[src/lmfb_pkg.sv]
package lmfb_pkg;

  // Frame geometry
  localparam int NUM_ROWS = 8;

  // Configuration register indexes
  localparam int CFG_IDX_W = 1;
  localparam int CFG_DATA_W = 1;
  localparam logic [CFG_IDX_W-1:0] CFG_COMMON_ANODE = 1'd0;
  localparam logic [CFG_IDX_W-1:0] CFG_MIRROR = 1'd1;

  // Command function codes
  localparam logic [3:0] FUNC_PIXEL = 4'd0;
  localparam logic [3:0] FUNC_ROW = 4'd1;
  localparam logic [3:0] FUNC_COLUMN = 4'd2;
  localparam logic [3:0] FUNC_CLEAR = 4'd3;
  localparam logic [3:0] FUNC_TEST = 4'd4;
  localparam logic [3:0] FUNC_DECODE = 4'd5;
  localparam logic [3:0] FUNC_SCANLIMIT = 4'd6;
  localparam logic [3:0] FUNC_BRIGHTNESS = 4'd7;
  localparam logic [3:0] FUNC_SHUTDOWN = 4'd8;
  localparam logic [3:0] FUNC_BAR = 4'd9;

  // Driver register addresses
  localparam logic [3:0] ADDR_DECODE = 4'd9;
  localparam logic [3:0] ADDR_INTENSITY = 4'd10;
  localparam logic [3:0] ADDR_SCAN = 4'd11;
  localparam logic [3:0] ADDR_SHUTDOWN = 4'd12;
  localparam logic [3:0] ADDR_TEST = 4'd15;

  // Datapath operations
  localparam logic [1:0] OP_PIX = 2'd0;
  localparam logic [1:0] OP_ROW = 2'd1;
  localparam logic [1:0] OP_REG = 2'd2;

  typedef struct packed {
    logic [3:0] func;
    logic [2:0] row;
    logic [2:0] col;
    logic       on;
    logic [7:0] data;
  } cmd_t;

  typedef struct packed {
    logic [3:0] reg_addr;
    logic [7:0] reg_data;
    logic       last;
  } result_t;

  // Controller to datapath
  typedef struct packed {
    logic load;
    logic step;
    logic last;
  } ctrl_t;

  // Datapath to controller
  typedef struct packed {
    logic valid;
    logic sweep;
  } stat_t;

endpackage

[src/led_matrix_frame_buffer_commands_top.sv]
// Start is taken into the state register, and the first register write of an item
// shows through the strobe and result registers. An item makes n = 1 or 8 writes;
// the step counter emits one write per cycle and a new start is taken once busy drops.
// Commands that produce no write leave the controller idle. The receiver cannot stall.
// Reset (synchronous, active high) clears the frame buffer, the configuration and the
// controller.
module led_matrix_frame_buffer_commands_top #(
  parameter int ROWS = lmfb_pkg::NUM_ROWS
) (
  input  logic                            clk,
  input  logic                            rst,
  input  logic                            cfg_we,
  input  logic [lmfb_pkg::CFG_IDX_W-1:0]  cfg_addr,
  input  logic [lmfb_pkg::CFG_DATA_W-1:0] cfg_data,
  input  logic                            start,
  input  lmfb_pkg::cmd_t                  cmd,
  output logic                            busy,
  output logic                            strobe,
  output lmfb_pkg::result_t               result
);

  localparam int RW = $clog2(ROWS);

  lmfb_pkg::ctrl_t ctrl;
  lmfb_pkg::stat_t stat;
  logic [RW-1:0]   cnt;

  // Sequence the writes
  lmfb_ctrl #(.ROWS(ROWS)) u_ctrl (
    .clk   (clk),
    .rst   (rst),
    .start (start),
    .stat  (stat),
    .ctrl  (ctrl),
    .cnt   (cnt),
    .busy  (busy)
  );

  // Frame buffer and write generation
  lmfb_dp #(.ROWS(ROWS)) u_dp (
    .clk      (clk),
    .rst      (rst),
    .cfg_we   (cfg_we),
    .cfg_addr (cfg_addr),
    .cfg_data (cfg_data),
    .cmd      (cmd),
    .ctrl     (ctrl),
    .cnt      (cnt),
    .stat     (stat),
    .strobe   (strobe),
    .result   (result)
  );

endmodule

[src/lmfb_ctrl.sv]
module lmfb_ctrl #(
  parameter int ROWS = lmfb_pkg::NUM_ROWS,
  localparam int RW = $clog2(ROWS)
) (
  input  logic            clk,
  input  logic            rst,
  input  logic            start,
  input  lmfb_pkg::stat_t stat,
  output lmfb_pkg::ctrl_t ctrl,
  output logic [RW-1:0]   cnt,
  output logic            busy
);

  localparam logic ST_IDLE = 1'b0;
  localparam logic ST_RUN = 1'b1;

  logic state;
  logic sweep;
  logic step_last;

  assign step_last = !sweep || (cnt == RW'(ROWS - 1));
  assign busy = (state == ST_RUN);

  // Issue load whenever start comes while idle, and one step per cycle while running
  always_comb begin
    ctrl.load = (state == ST_IDLE) && start;
    ctrl.step = (state == ST_RUN);
    ctrl.last = step_last;
  end

  // Sequence the writes of one item
  always_ff @(posedge clk) begin
    if (rst) begin
      state <= ST_IDLE;
      cnt <= '0;
      sweep <= 1'b0;
    end else begin
      case (state)
        ST_IDLE: begin
          if (start && stat.valid) begin
            state <= ST_RUN;
            cnt <= '0;
            sweep <= stat.sweep;
          end
        end
        ST_RUN: begin
          if (step_last) begin
            state <= ST_IDLE;
          end else begin
            cnt <= cnt + RW'(1);
          end
        end
        default: state <= ST_IDLE;
      endcase
    end
  end

endmodule

[src/lmfb_dp.sv]
module lmfb_dp #(
  parameter int ROWS = lmfb_pkg::NUM_ROWS,
  localparam int RW = $clog2(ROWS)
) (
  input  logic                               clk,
  input  logic                               rst,
  input  logic                               cfg_we,
  input  logic [lmfb_pkg::CFG_IDX_W-1:0]     cfg_addr,
  input  logic [lmfb_pkg::CFG_DATA_W-1:0]    cfg_data,
  input  lmfb_pkg::cmd_t                     cmd,
  input  lmfb_pkg::ctrl_t                    ctrl,
  input  logic [RW-1:0]                      cnt,
  output lmfb_pkg::stat_t                    stat,
  output logic                               strobe,
  output lmfb_pkg::result_t                  result
);

  logic       common_anode;
  logic       mirror;
  logic [7:0] frame_rows [ROWS];

  // Latched command
  logic [1:0]    op;
  logic          sweep;
  logic [RW-1:0] row_sel;
  logic [2:0]    col_sel;
  logic [7:0]    val;
  logic          bit_on;
  logic [3:0]    addr;

  // Decoded command
  logic [1:0]    op_next;
  logic          sweep_next;
  logic [RW-1:0] row_next;
  logic [2:0]    col_next;
  logic [7:0]    val_next;
  logic          bit_next;
  logic [3:0]    addr_next;
  logic          valid_next;
  logic [7:0]    bar;
  logic          level_ok;

  // Step datapath
  logic [RW-1:0] rr;
  logic [7:0]    mask;
  logic          bit_v;
  logic [7:0]    cur_row;
  logic [7:0]    new_row;

  // Configuration registers
  always_ff @(posedge clk) begin
    if (rst) begin
      common_anode <= 1'b0;
      mirror <= 1'b0;
    end else if (cfg_we) begin
      case (cfg_addr)
        lmfb_pkg::CFG_COMMON_ANODE: common_anode <= cfg_data[0];
        lmfb_pkg::CFG_MIRROR: mirror <= cfg_data[0];
        default: ;
      endcase
    end
  end

  // Decode the incoming command
  always_comb begin
    level_ok = (cmd.data >= 8'd1) && (cmd.data <= 8'd15);
    bar = ~(8'hFF >> ({1'b0, cmd.data[3:1]} + 4'd1));
    op_next = lmfb_pkg::OP_REG;
    sweep_next = 1'b0;
    row_next = RW'(cmd.row);
    col_next = cmd.col;
    val_next = cmd.data;
    bit_next = cmd.on;
    addr_next = lmfb_pkg::ADDR_TEST;
    valid_next = 1'b1;
    case (cmd.func)
      lmfb_pkg::FUNC_PIXEL: begin
        op_next = lmfb_pkg::OP_PIX;
      end
      lmfb_pkg::FUNC_ROW: begin
        if (common_anode) begin
          op_next = lmfb_pkg::OP_PIX;
          sweep_next = 1'b1;
          col_next = cmd.row;
        end else begin
          op_next = lmfb_pkg::OP_ROW;
        end
      end
      lmfb_pkg::FUNC_COLUMN: begin
        if (common_anode) begin
          op_next = lmfb_pkg::OP_ROW;
          row_next = RW'(cmd.col);
        end else begin
          op_next = lmfb_pkg::OP_PIX;
          sweep_next = 1'b1;
        end
      end
      lmfb_pkg::FUNC_CLEAR: begin
        op_next = lmfb_pkg::OP_ROW;
        sweep_next = 1'b1;
        val_next = 8'd0;
      end
      lmfb_pkg::FUNC_TEST: begin
        addr_next = lmfb_pkg::ADDR_TEST;
        val_next = {7'd0, cmd.on};
      end
      lmfb_pkg::FUNC_DECODE: begin
        addr_next = lmfb_pkg::ADDR_DECODE;
        val_next = {7'd0, cmd.on};
      end
      lmfb_pkg::FUNC_SCANLIMIT: begin
        addr_next = lmfb_pkg::ADDR_SCAN;
        valid_next = (cmd.data <= 8'd7);
      end
      lmfb_pkg::FUNC_BRIGHTNESS: begin
        addr_next = lmfb_pkg::ADDR_INTENSITY;
        valid_next = level_ok;
      end
      lmfb_pkg::FUNC_SHUTDOWN: begin
        addr_next = lmfb_pkg::ADDR_SHUTDOWN;
        val_next = {7'd0, !cmd.on};
      end
      lmfb_pkg::FUNC_BAR: begin
        valid_next = level_ok;
        val_next = bar;
        row_next = '0;
        col_next = 3'd0;
        if (common_anode) begin
          op_next = lmfb_pkg::OP_PIX;
          sweep_next = 1'b1;
        end else begin
          op_next = lmfb_pkg::OP_ROW;
        end
      end
      default: valid_next = 1'b0;
    endcase
  end

  assign stat.valid = valid_next;
  assign stat.sweep = sweep_next;

  // Hold the command for the length of the item
  always_ff @(posedge clk) begin
    if (ctrl.load) begin
      op <= op_next;
      sweep <= sweep_next;
      row_sel <= row_next;
      col_sel <= col_next;
      val <= val_next;
      bit_on <= bit_next;
      addr <= addr_next;
    end
  end

  // Work out the row update of this step
  always_comb begin
    rr = sweep ? cnt : row_sel;
    mask = mirror ? (8'h01 << col_sel) : (8'h80 >> col_sel);
    bit_v = sweep ? val[RW'(ROWS - 1) - cnt] : bit_on;
    cur_row = frame_rows[rr];
    if (op == lmfb_pkg::OP_PIX) begin
      new_row = bit_v ? (cur_row | mask) : (cur_row & ~mask);
    end else begin
      new_row = val;
    end
  end

  // Update the frame buffer
  always_ff @(posedge clk) begin
    if (rst) begin
      for (int i = 0; i < ROWS; i++) begin
        frame_rows[i] <= 8'd0;
      end
    end else if (ctrl.step && (op != lmfb_pkg::OP_REG)) begin
      frame_rows[rr] <= new_row;
    end
  end

  // Register the write
  always_ff @(posedge clk) begin
    if (rst) begin
      strobe <= 1'b0;
    end else begin
      strobe <= ctrl.step;
    end
  end

  always_ff @(posedge clk) begin
    if (ctrl.step) begin
      result.last <= ctrl.last;
      if (op == lmfb_pkg::OP_REG) begin
        result.reg_addr <= addr;
        result.reg_data <= val;
      end else begin
        result.reg_addr <= 4'(rr) + 4'd1;
        result.reg_data <= new_row;
      end
    end
  end

endmodule

[config.mk]
export PLATFORM = sky130hd
export DESIGN_NAME = led_matrix_frame_buffer_commands_top
export DESIGN_NICKNAME = d
export VERILOG_FILES = /design/src/lmfb_pkg.sv /design/src/led_matrix_frame_buffer_commands_top.sv /design/src/lmfb_ctrl.sv /design/src/lmfb_dp.sv
export SDC_FILE = /design/constraint.sdc
export NUM_CORES = 1
export LEC_CHECK = 0
export ABC_AREA = 0
export BUFFER_PORTS_ARGS = -buffer_cell sky130_fd_sc_hd__buf_2
export CAP_MARGIN = 5
export CORE_ASPECT_RATIO = 1.4
export CORE_UTILIZATION = 60
export DETAILED_ROUTE_END_ITERATION = 8
export MAX_ROUTING_LAYER = met4
export PLACE_DENSITY_LB_ADDON = 0.25
export SYNTH_ARGS = -nofsm -noshare
export SYNTH_HDL_FRONTEND = slang
export SYNTH_SLANG_ARGS = --single-unit
export TNS_END_PERCENT = 100
[constraint.sdc]
create_clock -name clk -period 4.8 [get_ports clk]
set_input_delay 1.44 -clock clk [delete_from_list [all_inputs] [get_ports clk]]
set_output_delay 1.44 -clock clk [all_outputs]
set_load 0.02 [all_outputs]
Word-level counts from Yosys, hierarchy flattened
Memory sizes are Yosys's and may differ from the RTL's.
Cells that the tools add are included.
W data, S select, Z words.

word-level totals
  bits in registers = 43
  latch bits = 0
  bits in writable memories = 64
  bits in read-only memories = 0
  input port bits = 25
  output and inout port bits = 15
  logic and storage cells = 101
  memories kept = 1

operators by class
  add/sub/neg operators = 4
  multiply operators = 0
  divide/modulo/power cells = 0
  order comparisons = 4
  equal/unequal tests = 14
  shift operators = 3
  muxes and demuxes = 35
  bitwise operators = 6
  reduce and logical (&&, ||, !) cells = 18

memory list
  memory           depth  width  rd ports  clocked after Yosys merged registers in  write ports  RTL line       source
  u_dp.frame_rows  8      8      1         0                                        8            lmfb_dp.sv:20  logic [7:0] frame_rows [ROWS];

operators by type and width
  cell                   number
  $mux W8                4
  $pmux W8 S4            1
  $mux W3                6
  $pmux W3 S2            3
  $eq A4 B3 Y1 const B   4
  $not A8 Y8             2
  $mux W1                14
  $mux W12               1
  $pmux W3 S4            1
  $add A3 B1 Y4 const B  2
  $and A8 B8 Y8          1
  $eq A4 B2 Y1 const B   2
  $eq A4 B4 Y1 const B   2
  $ge A8 B1 Y1 const B   1
  $le A8 B3 Y1 const B   1
  $le A8 B4 Y1 const B   1
  $or A8 B8 Y8           1
  $pmux W2 S4            1
  $reduce_and A2 Y1      4
  $reduce_or A8 Y1       1
  $shl A1 B3 Y8 const A  1
  $shr A8 B3 Y8 const A  1
  $shr A8 B4 Y8 const A  1
  $reduce_or A7 Y1       1
  other kinds (17)       27

Longest topological paths before layout
Gate-level depths: netlist (run 1).

  word-level depth = 7
  mapped depth = 9
  mapped depth without buffers = 6

Hierarchy
Synthesis (run 1) repeated with hierarchy kept, for this count alone.

second synthesis, totals
  cell total of the unflattened synthesis = 454
  area, all modules = 5681.7 um^2

modules (own cells, without submodules)
  module     times used  cells each  area each (um^2)  sequential area each (um^2)
  lmfb_dp    1           431         5421.4            3002.9
  lmfb_ctrl  1           23          260.2             100.1

Worst setup path before layout (run 1)
No wires, ideal clock.

  path kind = input -> register
  start point = in start
  end point = reg u_ctrl.cnt[0]
  setup time = 130 ps
  arrival time = 2995 ps
  slack = 1676 ps
  stages = 4
  buffers on the path = 0
  path through = nor2b_1 nand2b_1 o211ai_1 a21oi_1

between the ends
  cells in the longest elaborated chain, start to end = 3

RTL lines
  item                         RTL line                                    source
  from (decl)                  led_matrix_frame_buffer_commands_top.sv:15  input logic start,
  $logic_and A1 B1 Y1          lmfb_ctrl.sv:40                             if (start && stat.valid) begin
  $ne A2 B2 Y1 (no line)       -
  $reduce_and A2 Y1 (no line)  -
  to (signal assigned)         lmfb_ctrl.sv:50                             cnt <= cnt + RW'(1);
  to (decl)                    lmfb_ctrl.sv:10                             output logic [RW-1:0] cnt,

No other way between the ends.
A chain may end at the register's enable or synchronous reset.

==> impl_metrics.json, run 1 <==
{
  "synth_fa_ha_area_share_pct": 0.705,
  "worstHoldPathType": "reg -> reg",
  "slowest_delay_ns": 0.68,
  "initial_core_util_pct": 61.8,
  "fin_setup_tns_ns": 0,
  "drive_gt1_share_pct": 20.0,
  "synth_top_family_by_area": "simple AND/OR/NAND/NOR gates",
  "timing.final.crit_share_pct": 64.2,
  "clk_latency_ns": 0.35,
  "critPathLaunch": "u_ctrl.cnt[0]",
  "hpwl_mm": 8.55,
  "synth_seq_cells": 106,
  "synth_simple_gate_area_share_pct": 15.6,
  "dieArea_um2": 9250,
  "rr_startpoint": "u_ctrl.cnt[0]",
  "crit_family": "compound AO/OA/AOI/OAI gates",
  "rr_worst_depth": 5,
  "syn_area_um2": 5320,
  "netlist.top_cell.by_area": "edfxtp_1",
  "vias": 3715,
  "cts.sinks": 106,
  "ant_nets": 0,
  "final.setup.worst_slack_ns": 1.72,
  "crit_arrival_ns": 3.17,
  "required_ns": 4.89,
  "syn-instance-count": 452,
  "cts_made_buffers": 9,
  "portBuffers": 39,
  "cp.depth": 5,
  "endpoint": "u_dp.frame_rows[6][1]",
  "swShare_pct": 25.2,
  "comb_power_share_pct": 11.4,
  "synthTopCellsByArea": "edfxtp_1 (55%), mux2_2 (6.3%), nor2_1 (5.2%), dfxtp_1 (3.0%), nand2_1 (2.5%)",
  "crit_buf_inv": 0,
  "ys_seq_area_share_pct": 58.3,
  "crit_slowest_cell": "a2111oi_0",
  "synth_area_per_cell_um2": 11.8,
  "power.share.sequential_pct": 54.5,
  "grt_pass1_wl_mm": 18.5,
  "fp.dieH_um": 113,
  "max_cap_viol_count": 0,
  "hold_violations": 0,
  "fmax_ghz": 0.324,
  "antenna_found_initial": 0,
  "cts_tree": "done",
  "antenna_cells": 0,
  "leakage_nw": 2.16,
  "async_flop_share_pct": 0,
  "critical_path_class": "reg -> reg",
  "grt_pass1_vias": 3581,
  "finalCriticalPeriod_ns": 3.08,
  "p_per_area_nw_per_um2": 344,
  "routedWlPerCell_um": 20.3,
  "core_um2": 8610,
  "dr.pass1.iters": 6,
  "synth_cell_types": 51,
  "final_cells": 586,
  "clockPowerShare_pct": 34.1,
  "first_iter_violations": 418,
  "ys.flop_type": "edfxtp_1",
  "post-synth-top-count-cell": "edfxtp_1",
  "pre_cts_ws_ns": 1.50,
  "end_kind": "flip-flop",
  "nets": 504,
  "globalplace.congestion": 1.01,
  "yosysWarnings": 0,
  "grt_max_degree": 38,
  "yosysTopAreaCellShare_pct": 55.3,
  "final_max_slew_viol_count": 0,
  "synth_mux_area_share_pct": 8.18,
  "cp_cell_sequence": "mux2_4, mux2_2, a2111oi_0, a21o_1, nor2_1",
  "skew_ns": 0.00826,
  "grt_overflow": 0,
  "cts.htree.levels": 3,
  "vias_per_cell": 6.34,
  "drc": 0,
  "setup_viol": 0,
  "rsz0062_at_grt": "no",
  "wl_mm": 11.9,
  "p_int_mw": 1.48,
  "status": "completed",
  "synth_common_cells": "edfxtp_1 (98), nor2_1 (74), nand2_1 (35), mux2_2 (30), nand2b_1 (16)",
  "synth_xor_area_share_pct": 0.165,
  "slew-limit-headroom_pct": 26.6,
  "pin_count": 40,
  "synth_fp_nets": 480,
  "area_growth_pct": 8.30,
  "gr-usage-all-layers_pct": 28.9,
  "cts_buffer_depth": 2,
  "r2r_end": "u_dp.frame_rows[6][1]",
  "ctsResizeCount": 0,
  "path_max_fanout": 37,
  "r2r_slack_ns": 1.72,
  "cts-hold-fix-buffers": 0,
  "power.switching_mw": 0.501,
  "ir_drop_mv": 0.219,
  "cts_setup_buffers": 0,
  "rows": 40,
  "cts-root-buf": "clkbuf_16",
  "fp.dieW_um": 81.6,
  "cp-start-kind": "flip-flop",
  "synth_compound_area_share_pct": 12.8,
  "power_mw": 1.98,
  "worstMarginPinSlew_ns": 1.09,
  "clkSlewWorstSetupHoldPaths_ns": 0.07,
  "dp.cells": 570,
  "synth_edf_count": 98
}
[power by group through the flow]
stage               clock network [mW]  logic (mW)  registers [mW]
CTS                              0.680       0.223            1.08
global route                     0.720       0.244            1.08
finish                           0.677       0.226            1.08
floorplan                            0       0.169            1.09
detailed placement                   0       0.223            1.10
global placement                     0       0.218            1.10
[sequential cells by signal (all words and copies together), names as in the netlist]
signal / flops
u_dp.col_sel: 3
u_ctrl.sweep: 1
u_ctrl.busy: 1
u_dp.common_anode: 1
u_dp.addr: 3
u_dp.bit_on: 1
u_dp.sweep: 1
u_dp.row_sel: 3
u_ctrl.cnt: 3
u_dp.strobe: 1
u_dp.mirror: 1
u_dp.frame_rows: 64
u_dp.result: 13
u_dp.val: 8
u_dp.op: 2
[cells by family (layout without fill, tap and decap cells)]
family                     after synthesis  count (layout)
muxes                                   39              39
buffers and inverters                   42              71
AOI/OAI and AO/OA                       92              92
DFF                                    106             106
xor gates and xnor gates                 1               1
and+or+nand+nor                        169             169
adders and majority gates                3               3
[how the worst min path moves through the flow]
stage | startpoint | to | slack, ns | depth (start not counted)
after floorplan | u_ctrl.sweep | u_ctrl.sweep | 0.45 | 2
after global placement | u_ctrl.sweep | u_ctrl.sweep | 0.47 | 2
after detailed placement | u_ctrl.sweep | u_ctrl.sweep | 0.48 | 2
after CTS | u_ctrl.sweep | u_ctrl.sweep | 0.49 | 2
after global routing | u_ctrl.sweep | u_ctrl.sweep | 0.51 | 2
final | u_ctrl.sweep | u_ctrl.sweep | 0.50 | 2
[worst min-delay path, delay by kind of cell (launching register included)]
kind / cells / cell delay [ns]
compound gates: 2 / 0.13
flops: 1 / 0.32
[cells in the final DEF (no fill, tap or decap), types with 2 or more instances in the layout]
master,synthesis,final
a21oi_1,12,12
nor2b_1,6,5
o22ai_1,13,13
nand2b_1,16,16
edfxtp_1,98,98
o21ai_0,14,14
nor4_1,2,2
o32ai_1,9,9
inv_6,0,3
and4b_1,4,4
a211oi_1,2,2
mux2_2,30,30
mux2i_1,6,6
a222oi_1,8,8
clkinv_1,0,3
buf_4,7,2
a21o_1,10,10
inv_1,13,13
buf_2,1,39
nor2_1,74,74
or2_2,4,4
a2111oi_0,7,7
mux2_1,2,2
dfxtp_1,8,8
clkbuf_16,0,9
o22a_1,3,3
nand3_1,7,7
nor4bb_1,6,6
a31oi_1,3,3
nor4b_1,4,4
nand2_1,35,35
o211ai_1,4,4
nor3_1,4,4
ha_1,3,3
[area by class of cell]
| class | count | area [um^2] |
|---|---|---|
| clock buffer | 9 | 225 |
| inverter | 14 | 52.6 |
| timing repair buffer | 41 | 210 |
| clock inverter | 7 | 42.5 |
| multi-input combinational | 304 | 2000 |
| fill | 649 | 2850 |
| tap | 105 | 131 |
| sequential | 106 | 3100 |
[layer usage]
metal  routed length [um]  vias up  part of all wire [%]  GRT usage (%)
met1                 4440     1747                    37           31.8
met4                  418        0                   3.5           14.7
met5                    0        -                     0              -
met3                  607       37                   5.1           5.36
li1                     -     1767                     -              -
met2                 6460      164                    54           49.0
[stage by stage]
stage | area [um^2] | hold WS, ns | util (%)
6_report | 5760 | 0.498 | 66.9
3_3_place_gp | 5500 | 0.470 | 63.8
3_5_place_dp | 5500 | 0.481 | 63.8
2_1_floorplan | 5320 | 0.454 | -
5_1_grt | 5760 | 0.510 | 66.9
4_1_cts | 5760 | 0.489 | 66.9
No activity file was read; power rests on OpenSTA's default activity.
==> inputs of run 2 (changes only) <==
--- a/config.mk
+++ b/config.mk
@@ -5,7 +5,7 @@
 export SDC_FILE = /design/constraint.sdc
 export NUM_CORES = 1
 export LEC_CHECK = 0
-export ABC_AREA = 0
+export ABC_AREA = 1
 export BUFFER_PORTS_ARGS = -buffer_cell sky130_fd_sc_hd__buf_2
 export CAP_MARGIN = 5
 export CORE_ASPECT_RATIO = 1.4
==> constraint.sdc (replaced) <==
create_clock -name clk -period 3.1 [get_ports clk]
set_input_delay 0.93 -clock clk [delete_from_list [all_inputs] [get_ports clk]]
set_output_delay 0.93 -clock clk [all_outputs]
set_load 0.02 [all_outputs]
==> impl_metrics.json, run 2 <==
{
  "final_cells": 804,
  "power_mw": 3.31,
  "dpl_cell_area_um2": 5880,
  "power.switching_mw": 0.909,
  "cts.sinks": 106,
  "hpwl_mm": 9.62,
  "routedWlPerCell_um": 16.2,
  "final.setup.worst_slack_ns": 0.429,
  "required_ns": 3.12,
  "cts_made_buffers": 9,
  "cts_tree": "done",
  "rr_worst_depth": 6,
  "path_max_fanout": 32,
  "dieArea_um2": 9770,
  "portBuffers": 39,
  "reg.largest.list": "u_dp.frame_rows (64), u_dp.result (13), u_dp.val (8)",
  "grt_pass1_vias": 4262,
  "yosysTopAreaCellShare_pct": 52.3,
  "synth_simple_gate_area_share_pct": 29.7,
  "cts_buffer_depth": 2,
  "clk_latency_ns": 0.35,
  "first_iter_violations": 344,
  "cts.htree.levels": 3,
  "cp-start-kind": "flip-flop",
  "syn-instance-count": 653,
  "worstHoldPathType": "reg -> reg",
  "drive_gt1_share_pct": 13.9,
  "stdcell_area_um2": 6180,
  "globalplace.congestion": 0.873,
  "layout_commonest_cell": "nand2_1",
  "wl_mm": 13.1,
  "area_growth_pct": 9.79,
  "rsz0062_at_grt": "no",
  "synth_seq_cells": 106,
  "grt_max_degree": 37,
  "end_kind": "flip-flop",
  "synth_compound_area_share_pct": 5.23,
  "finalCriticalPeriod_ns": 2.67,
  "cts_setup_buffers": 0,
  "fin_setup_tns_ns": 0,
  "setup_viol": 0,
  "fmax_ghz": 0.374,
  "dr.pass1.iters": 5,
  "core_um2": 9080,
  "synthTopCellsByArea": "edfxtp_1 (52%), nand2_1 (11%), inv_1 (7.4%), nor2_1 (6.8%), nand3_1 (3.8%)",
  "fp.dieH_um": 117,
  "antenna_cells": 0,
  "synth_area_per_cell_um2": 8.61,
  "crit_arrival_ns": 2.69,
  "r2r_slack_ns": 0.43,
  "min_to": "u_dp.strobe",
  "p_per_area_nw_per_um2": 536,
  "synth_xor_area_share_pct": 0.156,
  "comb_power_share_pct": 15.4,
  "status": "completed",
  "grt_overflow": 0,
  "ir_drop_mv": 0.430,
  "cts-root-buf": "clkbuf_16",
  "antenna_found_initial": 0,
  "drc": 0,
  "synth_fa_ha_area_share_pct": 0.667,
  "syn_area_um2": 5630,
  "leakage_nw": 2.72,
  "timing.final.crit_share_pct": 86.2,
  "critical_path_class": "reg -> reg",
  "async_flop_share_pct": 0,
  "fp.dieW_um": 83.8,
  "skew_ns": 0.00739,
  "nets": 720,
  "ys_seq_area_share_pct": 55.2,
  "hp-start": "u_ctrl.busy",
  "initial_core_util_pct": 62.0,
  "power.share.sequential_pct": 50.5,
  "rr_startpoint": "u_ctrl.cnt[0]",
  "slew-limit-headroom_pct": 57.5,
  "utilization_pct": 68.0,
  "ant_nets": 0,
  "grt_pass1_wl_mm": 20.6,
  "vias_per_cell": 5.49,
  "clkSlewWorstSetupHoldPaths_ns": 0.07,
  "whs_path_depth": 2,
  "clockPowerShare_pct": 34.1,
  "regMostFlops": "u_dp.frame_rows",
  "dp.cells": 788,
  "vias": 4412,
  "synth_cell_types": 33,
  "final_max_slew_viol_count": 0,
  "rows": 41,
  "pre_cts_ws_ns": 0.416,
  "r2r_end": "u_dp.frame_rows[5][1]",
  "worstMarginPinSlew_ns": 0.635,
  "yosysWarnings": 0,
  "synth_edf_count": 98,
  "final_cell_mix": "nand2_1 (161), inv_1 (111), nor2_1 (101), edfxtp_1 (98), nand3_1 (43)",
  "hold_violations": 0,
  "cts-hold-fix-buffers": 0,
  "pin_count": 40,
  "synth_fp_nets": 681,
  "ctsResizeCount": 0,
  "largest_reg_flops": 64,
  "gr-usage-all-layers_pct": 29.3,
  "p_int_mw": 2.40,
  "synth_common_cells": "nand2_1 (161), inv_1 (111), nor2_1 (102), edfxtp_1 (98), nand3_1 (43)",
  "swShare_pct": 27.4,
  "synth_mux_area_share_pct": 0,
  "ys.flop_type": "edfxtp_1",
  "synth_top_family_by_area": "simple AND/OR/NAND/NOR gates",
  "max_cap_viol_count": 0,
  "holdWs_ns": 0.481,
  "post-synth-top-count-cell": "nand2_1",
  "netlist.top_cell.by_area": "edfxtp_1"
}
[run 2: per-layer routing]
| layer | vias to the layer above | global-route usage, % | share of wire, % |
|---|---|---|---|
| met5 | - | - | 0 |
| met4 | 0 | 16.2 | 4.2 |
| met3 | 36 | 5.02 | 5.2 |
| met2 | 162 | 54.3 | 55 |
| met1 | 2037 | 29.4 | 36 |
| li1 | 2177 | - | - |
[run 2: worst max path at each step]
stage                     slack (ns)  depth (start not counted)          start                    end
after floorplan                 0.51                          5          start          u_ctrl.cnt[1]
after global placement          0.52                          6            rst  u_dp.frame_rows[7][6]
after CTS                       0.51                          6  u_ctrl.cnt[0]  u_dp.frame_rows[5][1]
after global routing            0.27                          6  u_ctrl.cnt[0]  u_dp.frame_rows[5][1]
after detailed placement        0.42                          6            rst  u_dp.frame_rows[5][2]
final                           0.43                          6  u_ctrl.cnt[0]  u_dp.frame_rows[5][1]
[run 2: worst max-delay path, stage by stage (launching register included)]
cell and delay, ns:
dfxtp_1 0.49, inv_1 0.16, nand2_1 0.10, nand2_2 0.35, nor2_1 0.64, nand2_2 0.24, nand2_1 0.35
[run 2: power by group through the flow]
stage,combinational [mW],sequential [mW],clock (mW)
2_1_floorplan,0.347,1.70,0
3_3_place_gp,0.488,1.70,0
3_5_place_dp,0.502,1.70,0
4_1_cts,0.505,1.67,1.13
5_1_grt,0.557,1.68,1.20
6_report,0.509,1.67,1.13
[run 2: kinds of logic (layout without fill, tap and decap cells)]
logic type | count (synthesis) | after routing
AOI/OAI and AO/OA | 52 | 52
adders and majority gates | 3 | 3
xor gates and xnor gates | 1 | 1
and+or+nand+nor | 365 | 365
buffers and inverters | 126 | 170
DFF | 106 | 106
[run 2: area by class of cell]
type / count / area, um^2
flip-flops and latches: 106 / 3100
fillers: 766 / 2900
multi-input cells: 421 / 2010
inverters: 113 / 424
clock buffers: 10 / 229
repair buffers: 41 / 210
well taps: 107 / 134
clock inverters: 6 / 63.8
